**src/rtl/nbsp_pkg.sv**
```systemverilog
// Shared types and constants of the node-status reply parser.
package nbsp_pkg;

  localparam int unsigned COUNT_OFFSET     = 56;
  localparam int unsigned BODY_OFFSET      = 57;
  localparam int unsigned NAME_BYTES       = 14;
  localparam int unsigned UNIT_BYTES       = 6;
  localparam int unsigned TYPE_POS         = 15;
  localparam int unsigned FLAG_POS         = 16;
  localparam int unsigned ENTRY_LAST_POS   = 17;
  localparam int unsigned GROUP_FLAG_BIT   = 7;
  localparam logic [7:0]  FILE_SERVER_TYPE = 8'h20;
  localparam int unsigned QUEUE_DEPTH      = 2;

  typedef enum logic [1:0] {
    KIND_NONE,
    KIND_ID,
    KIND_COUNT,
    KIND_BODY
  } kind_e;

  typedef enum logic [1:0] {
    STATUS_OK,
    STATUS_SHORT,
    STATUS_ID_MISMATCH
  } status_e;

  typedef struct packed {
    logic [7:0] data;
    kind_e      kind;
    logic       last;
  } token_t;

  typedef struct packed {
    logic [47:0] unit_id;
    logic [55:0] group_name_tail;
    logic [55:0] group_name_head;
    logic        group_found;
    logic [55:0] server_name_tail;
    logic [55:0] server_name_head;
    logic        server_found;
    logic [7:0]  entry_count;
    status_e     status;
  } result_t;

endpackage

```
**src/rtl/nbsp_front.sv**
```systemverilog
// Front end: counts reply bytes and tags each byte with its role.
module nbsp_front #(
  parameter int unsigned MAX_PACKET_BYTES = 500
) (
  input  logic            clk_i,
  input  logic            rst_ni,
  input  logic            in_valid_i,
  input  logic [7:0]      in_data_i,
  input  logic            in_last_i,
  output logic            in_ready_o,
  input  logic            q_ready_i,
  output logic            q_push_o,
  output nbsp_pkg::token_t q_token_o
);

  localparam int unsigned OffW = $clog2(MAX_PACKET_BYTES + 1);

  logic [OffW-1:0]  offset_q, offset_d;
  nbsp_pkg::kind_e  kind;
  logic             accept;

  assign in_ready_o = q_ready_i;
  assign accept     = in_valid_i && q_ready_i;
  assign q_push_o   = accept;

  always_comb begin
    if (offset_q >= OffW'(MAX_PACKET_BYTES)) begin
      kind = nbsp_pkg::KIND_NONE;
    end else if (offset_q < OffW'(2)) begin
      kind = nbsp_pkg::KIND_ID;
    end else if (offset_q == OffW'(nbsp_pkg::COUNT_OFFSET)) begin
      kind = nbsp_pkg::KIND_COUNT;
    end else if (offset_q >= OffW'(nbsp_pkg::BODY_OFFSET)) begin
      kind = nbsp_pkg::KIND_BODY;
    end else begin
      kind = nbsp_pkg::KIND_NONE;
    end
  end

  assign q_token_o = '{data: in_data_i, kind: kind, last: in_last_i};

  always_comb begin
    offset_d = offset_q;
    if (accept) begin
      if (in_last_i) begin
        offset_d = '0;
      end else if (offset_q < OffW'(MAX_PACKET_BYTES)) begin
        offset_d = offset_q + OffW'(1);
      end
    end
  end

  always_ff @(posedge clk_i or negedge rst_ni) begin
    if (!rst_ni) begin
      offset_q <= '0;
    end else begin
      offset_q <= offset_d;
    end
  end

endmodule

```
**src/rtl/nbsp_fifo.sv**
```systemverilog
// Two-entry word queue between the front end and the parser back end.
module nbsp_fifo (
  input  logic             clk_i,
  input  logic             rst_ni,
  input  logic             push_i,
  input  nbsp_pkg::token_t push_token_i,
  output logic             ready_o,
  input  logic             pop_i,
  output logic             valid_o,
  output nbsp_pkg::token_t pop_token_o
);

  nbsp_pkg::token_t mem_q [nbsp_pkg::QUEUE_DEPTH];
  logic             wr_ptr_q, rd_ptr_q;
  logic [1:0]       count_q, count_d;

  assign ready_o     = count_q < 2'(nbsp_pkg::QUEUE_DEPTH);
  assign valid_o     = count_q != 2'd0;
  assign pop_token_o = mem_q[rd_ptr_q];

  always_comb begin
    count_d = count_q;
    if (push_i && !pop_i) begin
      count_d = count_q + 2'd1;
    end else if (pop_i && !push_i) begin
      count_d = count_q - 2'd1;
    end
  end

  always_ff @(posedge clk_i) begin
    if (push_i) begin
      mem_q[wr_ptr_q] <= push_token_i;
    end
  end

  always_ff @(posedge clk_i or negedge rst_ni) begin
    if (!rst_ni) begin
      wr_ptr_q <= 1'b0;
      rd_ptr_q <= 1'b0;
      count_q  <= '0;
    end else begin
      if (push_i) begin
        wr_ptr_q <= ~wr_ptr_q;
      end
      if (pop_i) begin
        rd_ptr_q <= ~rd_ptr_q;
      end
      count_q <= count_d;
    end
  end

  assert property (@(posedge clk_i) disable iff (!rst_ni)
    count_q <= 2'(nbsp_pkg::QUEUE_DEPTH))
    else $error("queue count out of range");

  assert property (@(posedge clk_i) disable iff (!rst_ni)
    pop_i |-> valid_o)
    else $error("pop from empty queue");

endmodule

```
**src/rtl/nbsp_back.sv**
```systemverilog
// Back end: captures id, count, entries and unit id, and registers the result word.
module nbsp_back (
  input  logic              clk_i,
  input  logic              rst_ni,
  input  logic [15:0]       transaction_id_i,
  input  logic              q_valid_i,
  input  nbsp_pkg::token_t  q_token_i,
  output logic              q_pop_o,
  output logic              out_valid_o,
  output nbsp_pkg::result_t out_result_o,
  input  logic              out_ready_i
);

  typedef struct packed {
    logic [15:0]       id;
    logic [7:0]        count;
    logic [4:0]        pos;
    logic [7:0]        done;
    logic [13:0][7:0]  name;
    logic [7:0]        etype;
    logic              gflag;
    logic              srv_found;
    logic [13:0][7:0]  srv_name;
    logic              grp_found;
    logic [13:0][7:0]  grp_name;
    logic [5:0][7:0]   unit;
    logic              body_seen;
  } parse_t;

  parse_t            st_q, st_n, st_d;
  nbsp_pkg::result_t res_d, res_q;
  nbsp_pkg::status_e status;
  logic              out_valid_q;
  logic              slot_free;
  logic              pop;

  function automatic logic [13:0][7:0] trim_name(input logic [13:0][7:0] raw);
    logic [13:0][7:0] res;
    logic             ended;
    ended = 1'b0;
    for (int i = 13; i >= 0; i--) begin
      if (raw[i] == 8'd0) begin
        ended = 1'b1;
      end
      res[i] = ended ? 8'd0 : raw[i];
    end
    return res;
  endfunction

  assign slot_free = !out_valid_q || out_ready_i;
  assign pop       = q_valid_i && (!q_token_i.last || slot_free);
  assign q_pop_o   = pop;

  always_comb begin
    st_n = st_q;
    if (pop) begin
      case (q_token_i.kind)
        nbsp_pkg::KIND_ID: begin
          st_n.id = {st_q.id[7:0], q_token_i.data};
        end
        nbsp_pkg::KIND_COUNT: begin
          st_n.count = q_token_i.data;
        end
        nbsp_pkg::KIND_BODY: begin
          st_n.body_seen = 1'b1;
          if (st_q.done < st_q.count) begin
            if (st_q.pos < 5'(nbsp_pkg::NAME_BYTES)) begin
              st_n.name[4'd13 - st_q.pos[3:0]] = q_token_i.data;
            end else if (st_q.pos == 5'(nbsp_pkg::TYPE_POS)) begin
              st_n.etype = q_token_i.data;
            end else if (st_q.pos == 5'(nbsp_pkg::FLAG_POS)) begin
              st_n.gflag = q_token_i.data[nbsp_pkg::GROUP_FLAG_BIT];
            end
            if (st_q.pos == 5'(nbsp_pkg::ENTRY_LAST_POS)) begin
              if (st_q.gflag) begin
                if (!st_q.grp_found) begin
                  st_n.grp_found = 1'b1;
                  st_n.grp_name  = trim_name(st_q.name);
                end
              end else if (st_q.etype == nbsp_pkg::FILE_SERVER_TYPE) begin
                if (!st_q.srv_found) begin
                  st_n.srv_found = 1'b1;
                  st_n.srv_name  = trim_name(st_q.name);
                end
              end
              st_n.pos  = '0;
              st_n.done = st_q.done + 8'd1;
            end else begin
              st_n.pos = st_q.pos + 5'd1;
            end
          end else if (st_q.pos < 5'(nbsp_pkg::UNIT_BYTES)) begin
            st_n.unit[3'd5 - st_q.pos[2:0]] = q_token_i.data;
            st_n.pos = st_q.pos + 5'd1;
          end
        end
        default: begin
        end
      endcase
    end
  end

  always_comb begin
    if (!st_n.body_seen) begin
      status = nbsp_pkg::STATUS_SHORT;
    end else if (st_n.id != transaction_id_i) begin
      status = nbsp_pkg::STATUS_ID_MISMATCH;
    end else if (st_n.done < st_n.count) begin
      status = nbsp_pkg::STATUS_SHORT;
    end else begin
      status = nbsp_pkg::STATUS_OK;
    end
    res_d = '0;
    res_d.status = status;
    if (status == nbsp_pkg::STATUS_OK) begin
      res_d.entry_count      = st_n.count;
      res_d.server_found     = st_n.srv_found;
      res_d.server_name_head = st_n.srv_name[13:7];
      res_d.server_name_tail = st_n.srv_name[6:0];
      res_d.group_found      = st_n.grp_found;
      res_d.group_name_head  = st_n.grp_name[13:7];
      res_d.group_name_tail  = st_n.grp_name[6:0];
      res_d.unit_id          = st_n.unit;
    end
  end

  assign st_d = (pop && q_token_i.last) ? '0 : st_n;

  always_ff @(posedge clk_i) begin
    if (pop && q_token_i.last) begin
      res_q <= res_d;
    end
  end

  always_ff @(posedge clk_i or negedge rst_ni) begin
    if (!rst_ni) begin
      st_q        <= '0;
      out_valid_q <= 1'b0;
    end else begin
      st_q <= st_d;
      if (pop && q_token_i.last) begin
        out_valid_q <= 1'b1;
      end else if (out_ready_i) begin
        out_valid_q <= 1'b0;
      end
    end
  end

  assign out_valid_o  = out_valid_q;
  assign out_result_o = res_q;

  assert property (@(posedge clk_i) disable iff (!rst_ni)
    st_q.pos <= 5'(nbsp_pkg::ENTRY_LAST_POS))
    else $error("entry position out of range");

  assert property (@(posedge clk_i) disable iff (!rst_ni)
    (pop && q_token_i.last) |=> (out_valid_q && st_q.pos == 5'd0 && st_q.done == 8'd0))
    else $error("final word did not produce a result and a cleared parse state");

  assert property (@(posedge clk_i) disable iff (!rst_ni)
    st_q.done <= st_q.count || st_q.count == 8'd0)
    else $error("more entries parsed than announced");

endmodule

```
**src/rtl/nbstat_response_parser.sv**
```systemverilog
// Top level of the node-status reply parser.
// The block takes one reply byte per cycle on the slave stream, with tlast on the final byte,
// and gives one result word on the master stream after that final byte. Bytes are tagged
// by a front counter, pass through a two-word queue and are captured by the back end, so a
// byte can be taken every cycle; the result word waits in an output register while the next
// reply streams in. A final byte waits at the head of the queue while that register is still
// full, and the input stalls once the queue behind it has filled. With the output register
// free, the result word is registered in the output register as the back end takes the final
// byte from the queue. Bytes past MAX_PACKET_BYTES are dropped.
module nbstat_response_parser #(
  parameter int unsigned MAX_PACKET_BYTES = 500
) (
  input  logic         clk_i,
  input  logic         rst_ni,
  input  logic         cfg_wr_en_i,
  input  logic [15:0]  cfg_wr_data_i,
  input  logic         s_axis_tvalid,
  output logic         s_axis_tready,
  // tdata: data_byte[7:0]
  input  logic [7:0]   s_axis_tdata,
  input  logic         s_axis_tlast,
  output logic         m_axis_tvalid,
  input  logic         m_axis_tready,
  // tdata: status[1:0], entry_count[9:2], server_found[10], server_name_head[66:11],
  // server_name_tail[122:67], group_found[123], group_name_head[179:124],
  // group_name_tail[235:180], unit_id[283:236], zero fill[287:284]
  output logic [287:0] m_axis_tdata
);

  logic              [15:0] transaction_id_q;
  logic              q_ready, q_push, q_valid, q_pop;
  nbsp_pkg::token_t  push_token, pop_token;
  nbsp_pkg::result_t result;

  always_ff @(posedge clk_i or negedge rst_ni) begin
    if (!rst_ni) begin
      transaction_id_q <= '0;
    end else if (cfg_wr_en_i) begin
      transaction_id_q <= cfg_wr_data_i;
    end
  end

  nbsp_front #(
    .MAX_PACKET_BYTES(MAX_PACKET_BYTES)
  ) u_front (
    .clk_i      (clk_i),
    .rst_ni     (rst_ni),
    .in_valid_i (s_axis_tvalid),
    .in_data_i  (s_axis_tdata),
    .in_last_i  (s_axis_tlast),
    .in_ready_o (s_axis_tready),
    .q_ready_i  (q_ready),
    .q_push_o   (q_push),
    .q_token_o  (push_token)
  );

  nbsp_fifo u_fifo (
    .clk_i        (clk_i),
    .rst_ni       (rst_ni),
    .push_i       (q_push),
    .push_token_i (push_token),
    .ready_o      (q_ready),
    .pop_i        (q_pop),
    .valid_o      (q_valid),
    .pop_token_o  (pop_token)
  );

  nbsp_back u_back (
    .clk_i            (clk_i),
    .rst_ni           (rst_ni),
    .transaction_id_i (transaction_id_q),
    .q_valid_i        (q_valid),
    .q_token_i        (pop_token),
    .q_pop_o          (q_pop),
    .out_valid_o      (m_axis_tvalid),
    .out_result_o     (result),
    .out_ready_i      (m_axis_tready)
  );

  assign m_axis_tdata = {4'b0000, result};

endmodule

```
**config.mk**
```make
export PLATFORM = sky130hd
export DESIGN_NAME = nbstat_response_parser
export DESIGN_NICKNAME = d
export VERILOG_FILES = /design/src/rtl/nbsp_pkg.sv /design/src/rtl/nbsp_front.sv /design/src/rtl/nbsp_fifo.sv /design/src/rtl/nbsp_back.sv /design/src/rtl/nbstat_response_parser.sv
export SDC_FILE = /design/constraint.sdc
export NUM_CORES = 1
export LEC_CHECK = 0
export ABC_AREA = 1
export BUFFER_PORTS_ARGS = -buffer_cell sky130_fd_sc_hd__buf_2
export CAP_MARGIN = 20
export CORE_ASPECT_RATIO = 2
export CORE_UTILIZATION = 35
export CTS_CLUSTER_SIZE = 16
export DETAILED_ROUTE_END_ITERATION = 8
export HOLD_SLACK_MARGIN = 0.06
export PLACE_DENSITY_LB_ADDON = 0.05
export SYNTH_ARGS = -nofsm -noshare
export SYNTH_HDL_FRONTEND = slang
export SYNTH_SLANG_ARGS = --single-unit
```
**constraint.sdc**
```tcl
create_clock -name clk_i -period 16.4 [get_ports clk_i]
set_clock_uncertainty 0.1 [all_clocks]
set_input_delay 1.64 -clock clk_i [delete_from_list [all_inputs] [get_ports clk_i]]
set_output_delay 1.64 -clock clk_i [all_outputs]
set_load 0.05 [all_outputs]
```
-- Word level (Yosys, flattened, before mapping)
Memories as Yosys holds them, arrays and structs flattened.
Cells that the tools add are included.
Widths: inputs -> output; s select.
- add/sub/neg operators: 7
- order comparisons: 13
- eq/ne operators: 11
- multiplexer cells: 281
- bitwise logic cells: 2
- reductions and logical operators: 44
- operators with widths (cell ; number):
    $mux 433 ; 2
    $mux 409 ; 1
    $mux 355 ; 1
    $mux 113 ; 3
    $mux 112 ; 3
    $mux 8 ; 33
    $mux 226 ; 1
    $mux 1 ; 216
    $bwmux 112 ; 1
    $logic_not 8->1 ; 14
    $mux 48 ; 2
    $bwmux 48 ; 1
    $demux 8 s4 ; 1
    $mux 9 ; 3
    $demux 8 s3 ; 1
    $reduce_bool 2->1 ; 10
    $lt 8x8->1 ; 2
    $mux 16 ; 1
    $mux 2 ; 8
    $ne 16x16->1 ; 1
    $mux 5 ; 3
    $eq 5x5->1 const B ; 2
    $add 9x1->9 const B ; 1
    $eq 9x6->1 const B ; 1
    33 further kinds ; 46
- bits in registers: 747
- RAM bits: 22
- bits of input ports: 30
- memories: 1
- memory list (memory ; depth ; bits a word ; read ports ; clocked after memory_dff ; write ports ; line ; text):
    u_fifo.mem_q ; 2 ; 11 ; 1 ; 0 ; 1 ; nbsp_fifo.sv:13 ; nbsp_pkg::token_t mem_q [nbsp_pkg::QUEUE_DEPTH];

-- Logic depth before layout (Yosys ltp)
- depth after elaboration: 126
- mapped depth: 23
- mapped depth without buffers: 21

-- Modules after synthesis
From an unflattened synthesis, not the netlist that was laid out.
- cell total of the unflattened synthesis: 2982
- area, all modules: 31261.2 um2
- modules (own cells, without submodules) (module ; times used ; cells each ; area an instance (um2) ; seq. area each (um2)):
    nbsp_back ; 1 ; 2739 ; 28792.6 ; 19388.6
    nbsp_fifo ; 1 ; 58 ; 1032.2 ; 760.7
    nbsp_front ; 1 ; 112 ; 758.2 ; 225.2
    nbstat_response_parser ; 1 ; 73 ; 678.2 ; 400.4

-- Worst setup path after synthesis
Ideal clock, no wire load.
- path kind: input -> register
- start point: in m_axis_tready
- end point: reg u_back.res_q, in the netlist u_back.out_result_o[0] (enable)
- arrival time: 10444 ps
- setup slack: 5096 ps
- cell stages on the path: 9
- cells stage by stage: nor2_1 -> nand2_1 -> nand2_2 -> inv_1 -> nand2_1 -> clkbuf_1 -> inv_1 -> clkbuf_1 -> clkbuf_1
- longest elaborated chain between the ends: 4
- RTL lines (item ; line ; text):
    start: declaration ; nbstat_response_parser.sv:23 ; input logic m_axis_tready,
    $logic_or 1x1->1 ; nbsp_back.sv:50 ; assign slot_free = !out_valid_q || out_ready_i;
    $logic_or 1x1->1 ; nbsp_back.sv:51 ; assign pop = q_valid_i && (!q_token_i.last || slot_free);
    $logic_and 1x1->1 ; nbsp_back.sv:51 ;
    $logic_and 1x1->1 ; nbsp_back.sv:129 ; if (pop && q_token_i.last) begin
    end signal: assignment ; nbsp_back.sv:130 ; res_q <= res_d;
    end: declaration ; nbsp_back.sv:31 ; nbsp_pkg::result_t res_d, res_q;
Every way passes these cells.
A chain may end at the register's enable or synchronous reset.

-- Worst setup path in the final report
- start point: reg u_fifo.rd_ptr_q
- end point: reg u_back.res_q, in the netlist u_back.out_result_o[202], data pin
- longest elaborated chain between the ends: 10
- elaborated cells between the ends (all ways): 17
- RTL lines (item ; line ; text):
    start: declaration ; nbsp_fifo.sv:14 ; logic wr_ptr_q, rd_ptr_q;
    start signal: assignment ; nbsp_fifo.sv:46 ; rd_ptr_q <= ~rd_ptr_q;
    $mem_v2 2x11 * ; n/a ;
    branches (longest 3 deep; another with $mux 409) ; n/a ;
    $mux 433 * ; nbsp_back.sv:56 ; if (pop) begin
    $lt 8x8->1 ; nbsp_back.sv:107 ; end else if (st_n.done < st_n.count) begin
    $mux 1 ; nbsp_back.sv:107 ;
    $mux 2 ; nbsp_back.sv:105 ; end else if (st_n.id != transaction_id_i) begin
    $mux 2 ; nbsp_back.sv:103 ; if (!st_n.body_seen) begin
    $logic_not 2->1 ; nbsp_back.sv:114 ; if (status == nbsp_pkg::STATUS_OK) begin
Mark *: on every way between the ends. The select of a mux whose other input is x is not followed.

==> parameters.txt <==
Parameter                              Value

Yosys
  Count of yosys warnings during synthesis    0
  Number of synthesized flops with an enable pin    306
  Cell types occupying the most area after synthesis    dfrtp_1 (38%), edfxtp_1 (30%), nor2_1 (8.1%)
  Netlist Area Pre-Place    30700 um2
  Biggest area consumer among synthesized cells    dfrtp_1
  Post-synth top flop    dfrtp_1
  Post-synthesis sequential element count    769
  Top-count cell post-synth    nor2_1
  Number of different library cells in the post-synthesis netlist    42
  Fraction of the yosys area taken by sequential cells    67.8%
  Mean post-synth cell area    10.4 um2
  Area share of the largest cell type after synthesis    37.8%
  Share of flip-flops with an asynchronous set or reset    60.2%
  Synth cell count leaders    nor2_1 (663), dfrtp_1 (463), nand2_1 (357)
  Post-Syn Instances    2959

Floorplanning
  Count of pins on the block boundary    320
  Chip Width    211 um
  Die H    421 um
  Die area    88900 um2
  Core Rows    153
  Starting density of the core    35.3%
  Placeable core region    86900 um2

Placement
  Placer congestion estimate    0.791
  Total half-perimeter wirelength after legalization and detailed placement    56.2 mm
  Count of input and output buffers    315
  Dpl ws    9.59 ns
  Placed cell areas    33200 um2

Drt
  Drt via density    4.94
  Antenna violation net count after detailed routing    0
  # DRC    0
  Drt first pass iters    5
  Via count of the routed design    21.9k
  DRC violation total after the first TritonRoute iteration    1378
  Routed Wire Length    87.2 mm
  Average detailed-routed wire length per instance    19.7 um

Final layout
  Final standard cell area without fillers    35600 um2
  Area occupied by multi-input gates    8490 um2
  NumNets Final    3266
  Antenna Cells    0
  Relative area change from synthesis to final layout    16.2%
  Count of filler cells inserted in the layout    8734
  Fraction of layout instances using a drive strength above 1    15.1%
  Seq. cell area    20800 um2

Pwr
  Net switching fraction of the power    41.8%
  Combinational share of power    33.1%
  Sequential fraction of design power    40.3%
  Leakage power    15.3 nW
  Worst-case vdd ir drop    0.139 mV
  Sum of internal, switching and leakage power    6.39 mW
  Switching component of the power    2.67 mW
  Clock group share of total power    26.6%
  Internal power    3.72 mW
  Power density over cell area    179 nW/um2

CTS
  Number of hold buffers added after cts    0
  # clock sinks    769
  Post-cts repair resize count    0
  CTS H-tree depth    3
  Post-CTS setup repair buffer count    0
  Clock latency on the worst-skew pair    0.64 ns
  Max Buffers Root-to-Sink    3
  Clock root cell    clkbuf_16
  Cts bufs inserted    73
  Clock tree from TritonCTS    yes
  Worst-path clk slew    0.07 ns

Global route
  Wire length of the first global-routing pass    133 mm
  Number of antenna violations at the first check in global routing    0
  Total overflow reported by the global router    0
  Maximum number of pins on one net before global-route repair    213
  Via count of the first global-routing pass    22.2k
  Aggregate global-route resource usage    19.8%

Setup path
  Total buffers and inverters traversed by the critical path    4
  Chain of cells forming the critical path    inv_2 > nand2_1 > nand2_1 > nand2_1 > nand2_2 > inv_1 > nand4_1 > o21ai_0 > ha_1 > a21oi_1 > nor2_1 > a211oi_1 > nand2_1 > nand3_4 > buf_4 > buf_12 > nor2_1
  Cell with the largest stage delay on the worst path    buf_4
  Critical path data required time    16.65 ns
  Kind of end point of the critical path    flop
  Terminus of the critical flop-to-flop path    u_back.out_result_o[202]
  Setup slack of the worst register-to-register path    10.24 ns
  Critical Path Source Type    flop
  Crit-path max cell delay    0.74 ns
  Start-to-end type of the worst setup path    flop to flop
  Critical path's top delay family    simple AND/OR/NAND/NOR gates
  Largest fanout of any net on the critical path    162
  Crit-path most repeated cell    nand2_1
  Worst Reg-to-Reg Cells    17
  Signal arrival time at the worst endpoint    6.41 ns
  Reg2reg start    u_fifo.rd_ptr_q

Worst hold path
  Worst min-delay path endpoint    u_fifo.count_q[0]
  Hold Crit Class    flop to flop
  Hold path depth    1
  Hold Path Origin    u_fifo.count_q[0]

Timing
  Total negative slack for setup checks    0 ns
  Max-slew violations    0
  Unrepaired setup endpoints after global routing    false
  Number of failing hold endpoints at the final stage    0
  Final period demand of the worst path    6.16 ns
  Fmax    162 MHz
  Headroom to the max-slew limit    16.3%
  Number of endpoints failing setup at the final stage    0
  Period utilization    37.6%
  Setup slack of the critical path after layout    10.24 ns
  Pin slew with the least headroom to its limit    1.26 ns

Job
  Max-capacitance violation count    0

Status
  Outcome    completed
## layout make-up
class / count / share of cell area [%]
Sequential cell: 769 / 58.3
Multi-Input combinational cell: 1829 / 23.8
Clock buffer: 106 / 6.00
Timing Repair Buffer: 334 / 4.98
Tap cell: 1162 / 4.08
Inverter: 201 / 2.16
Clock inverter: 28 / 0.636
## metrics by stage
step	std cells	util (%)	hold slack, ns
finish	4429	41.0	0.389
global route	4429	41.0	0.415
CTS	4428	41.0	0.385
detailed placement	4294	38.2	0.372
global placement	4294	38.2	0.363
floorplan	2962	-	0.346
## sequential cells by signal, indices dropped and copies added, names as in the netlist
name                 cells
u_fifo.mem_q            22
u_back.out_result_o    284
u_fifo.rd_ptr_q          1
u_front.offset_q         9
transaction_id_q        16
u_fifo.count_q           2
u_back.out_valid_o       1
u_back.st_q            433
u_fifo.wr_ptr_q          1
## per-layer routing
layer  routed length, um  vias up  global-route usage, %
li1                    -    10354                      -
met1               35700    10837                   24.0
met2               44900      553                   34.9
met3                4190      126                   3.64
met4                2450        0                   7.04
met5                   0        -                      0
## kinds of logic (layout without fill, tap and decap cells)
| logic type | Yosys count | after routing | share of synthesized area [%] |
|---|---|---|---|
| AO/OA/AOI/OAI | 584 | 584 | 10.1 |
| XOR/XNOR | 18 | 18 | 0.514 |
| other | 1 | 4 | 0.0122 |
| buffers and inverters | 364 | 669 | 4.75 |
| adder cells (fa/ha/maj) | 28 | 28 | 1.14 |
| AND/OR/NAND/NOR | 1195 | 1195 | 15.7 |
| flip-flops | 769 | 769 | 67.8 |
## cells in the final DEF, fill, tap and decap left out, drive strengths merged, types with 79 or more instances in the layout
cell type | Yosys | routed
a21oi | 108 | 108
buf | 59 | 334
clkbuf | 104 | 106
dfrtp | 463 | 463
edfxtp | 306 | 306
inv | 198 | 199
nand2 | 359 | 359
nand3 | 79 | 79
nor2 | 666 | 666
o21ai | 387 | 387
## worst max path at each step
stage | endpoint | depth (start not counted) | slack (ns) | start
floorplan | u_back.out_result_o[0] | 9 | 5.10 | m_axis_tready
global placement | u_back.out_result_o[97] | 16 | 9.63 | m_axis_tready
detailed placement | u_back.out_result_o[173] | 16 | 9.59 | m_axis_tready
CTS | u_back.out_result_o[202] | 17 | 10.20 | u_fifo.rd_ptr_q
global route | u_back.out_result_o[96] | 17 | 9.63 | u_fifo.rd_ptr_q
finish | u_back.out_result_o[202] | 17 | 10.24 | u_fifo.rd_ptr_q
## power by group through the flow
stage / Sequential, mW / Clock [mW] / Combinational, mW
2_1_floorplan: 3.63 / 0 / 0.621
3_3_place_gp: 2.62 / 0 / 2.13
3_5_place_dp: 2.61 / 0 / 2.15
4_1_cts: 2.58 / 1.76 / 2.15
5_1_grt: 2.60 / 1.83 / 2.25
6_report: 2.57 / 1.70 / 2.12
## worst reg2reg max path, stage by stage (launching register included)
cell	delay, ns
dfrtp_1	0.67
inv_2	0.23
nand2_1	0.15
nand2_1	0.15
nand2_1	0.11
nand2_2	0.15
inv_1	0.16
nand4_1	0.49
o21ai_0	0.53
ha_1	0.31
a21oi_1	0.17
nor2_1	0.06
a211oi_1	0.25
nand2_1	0.15
nand3_4	0.44
buf_4	0.74
buf_12	0.63
nor2_1	0.39
No activity file was read; power rests on OpenSTA's default activity.
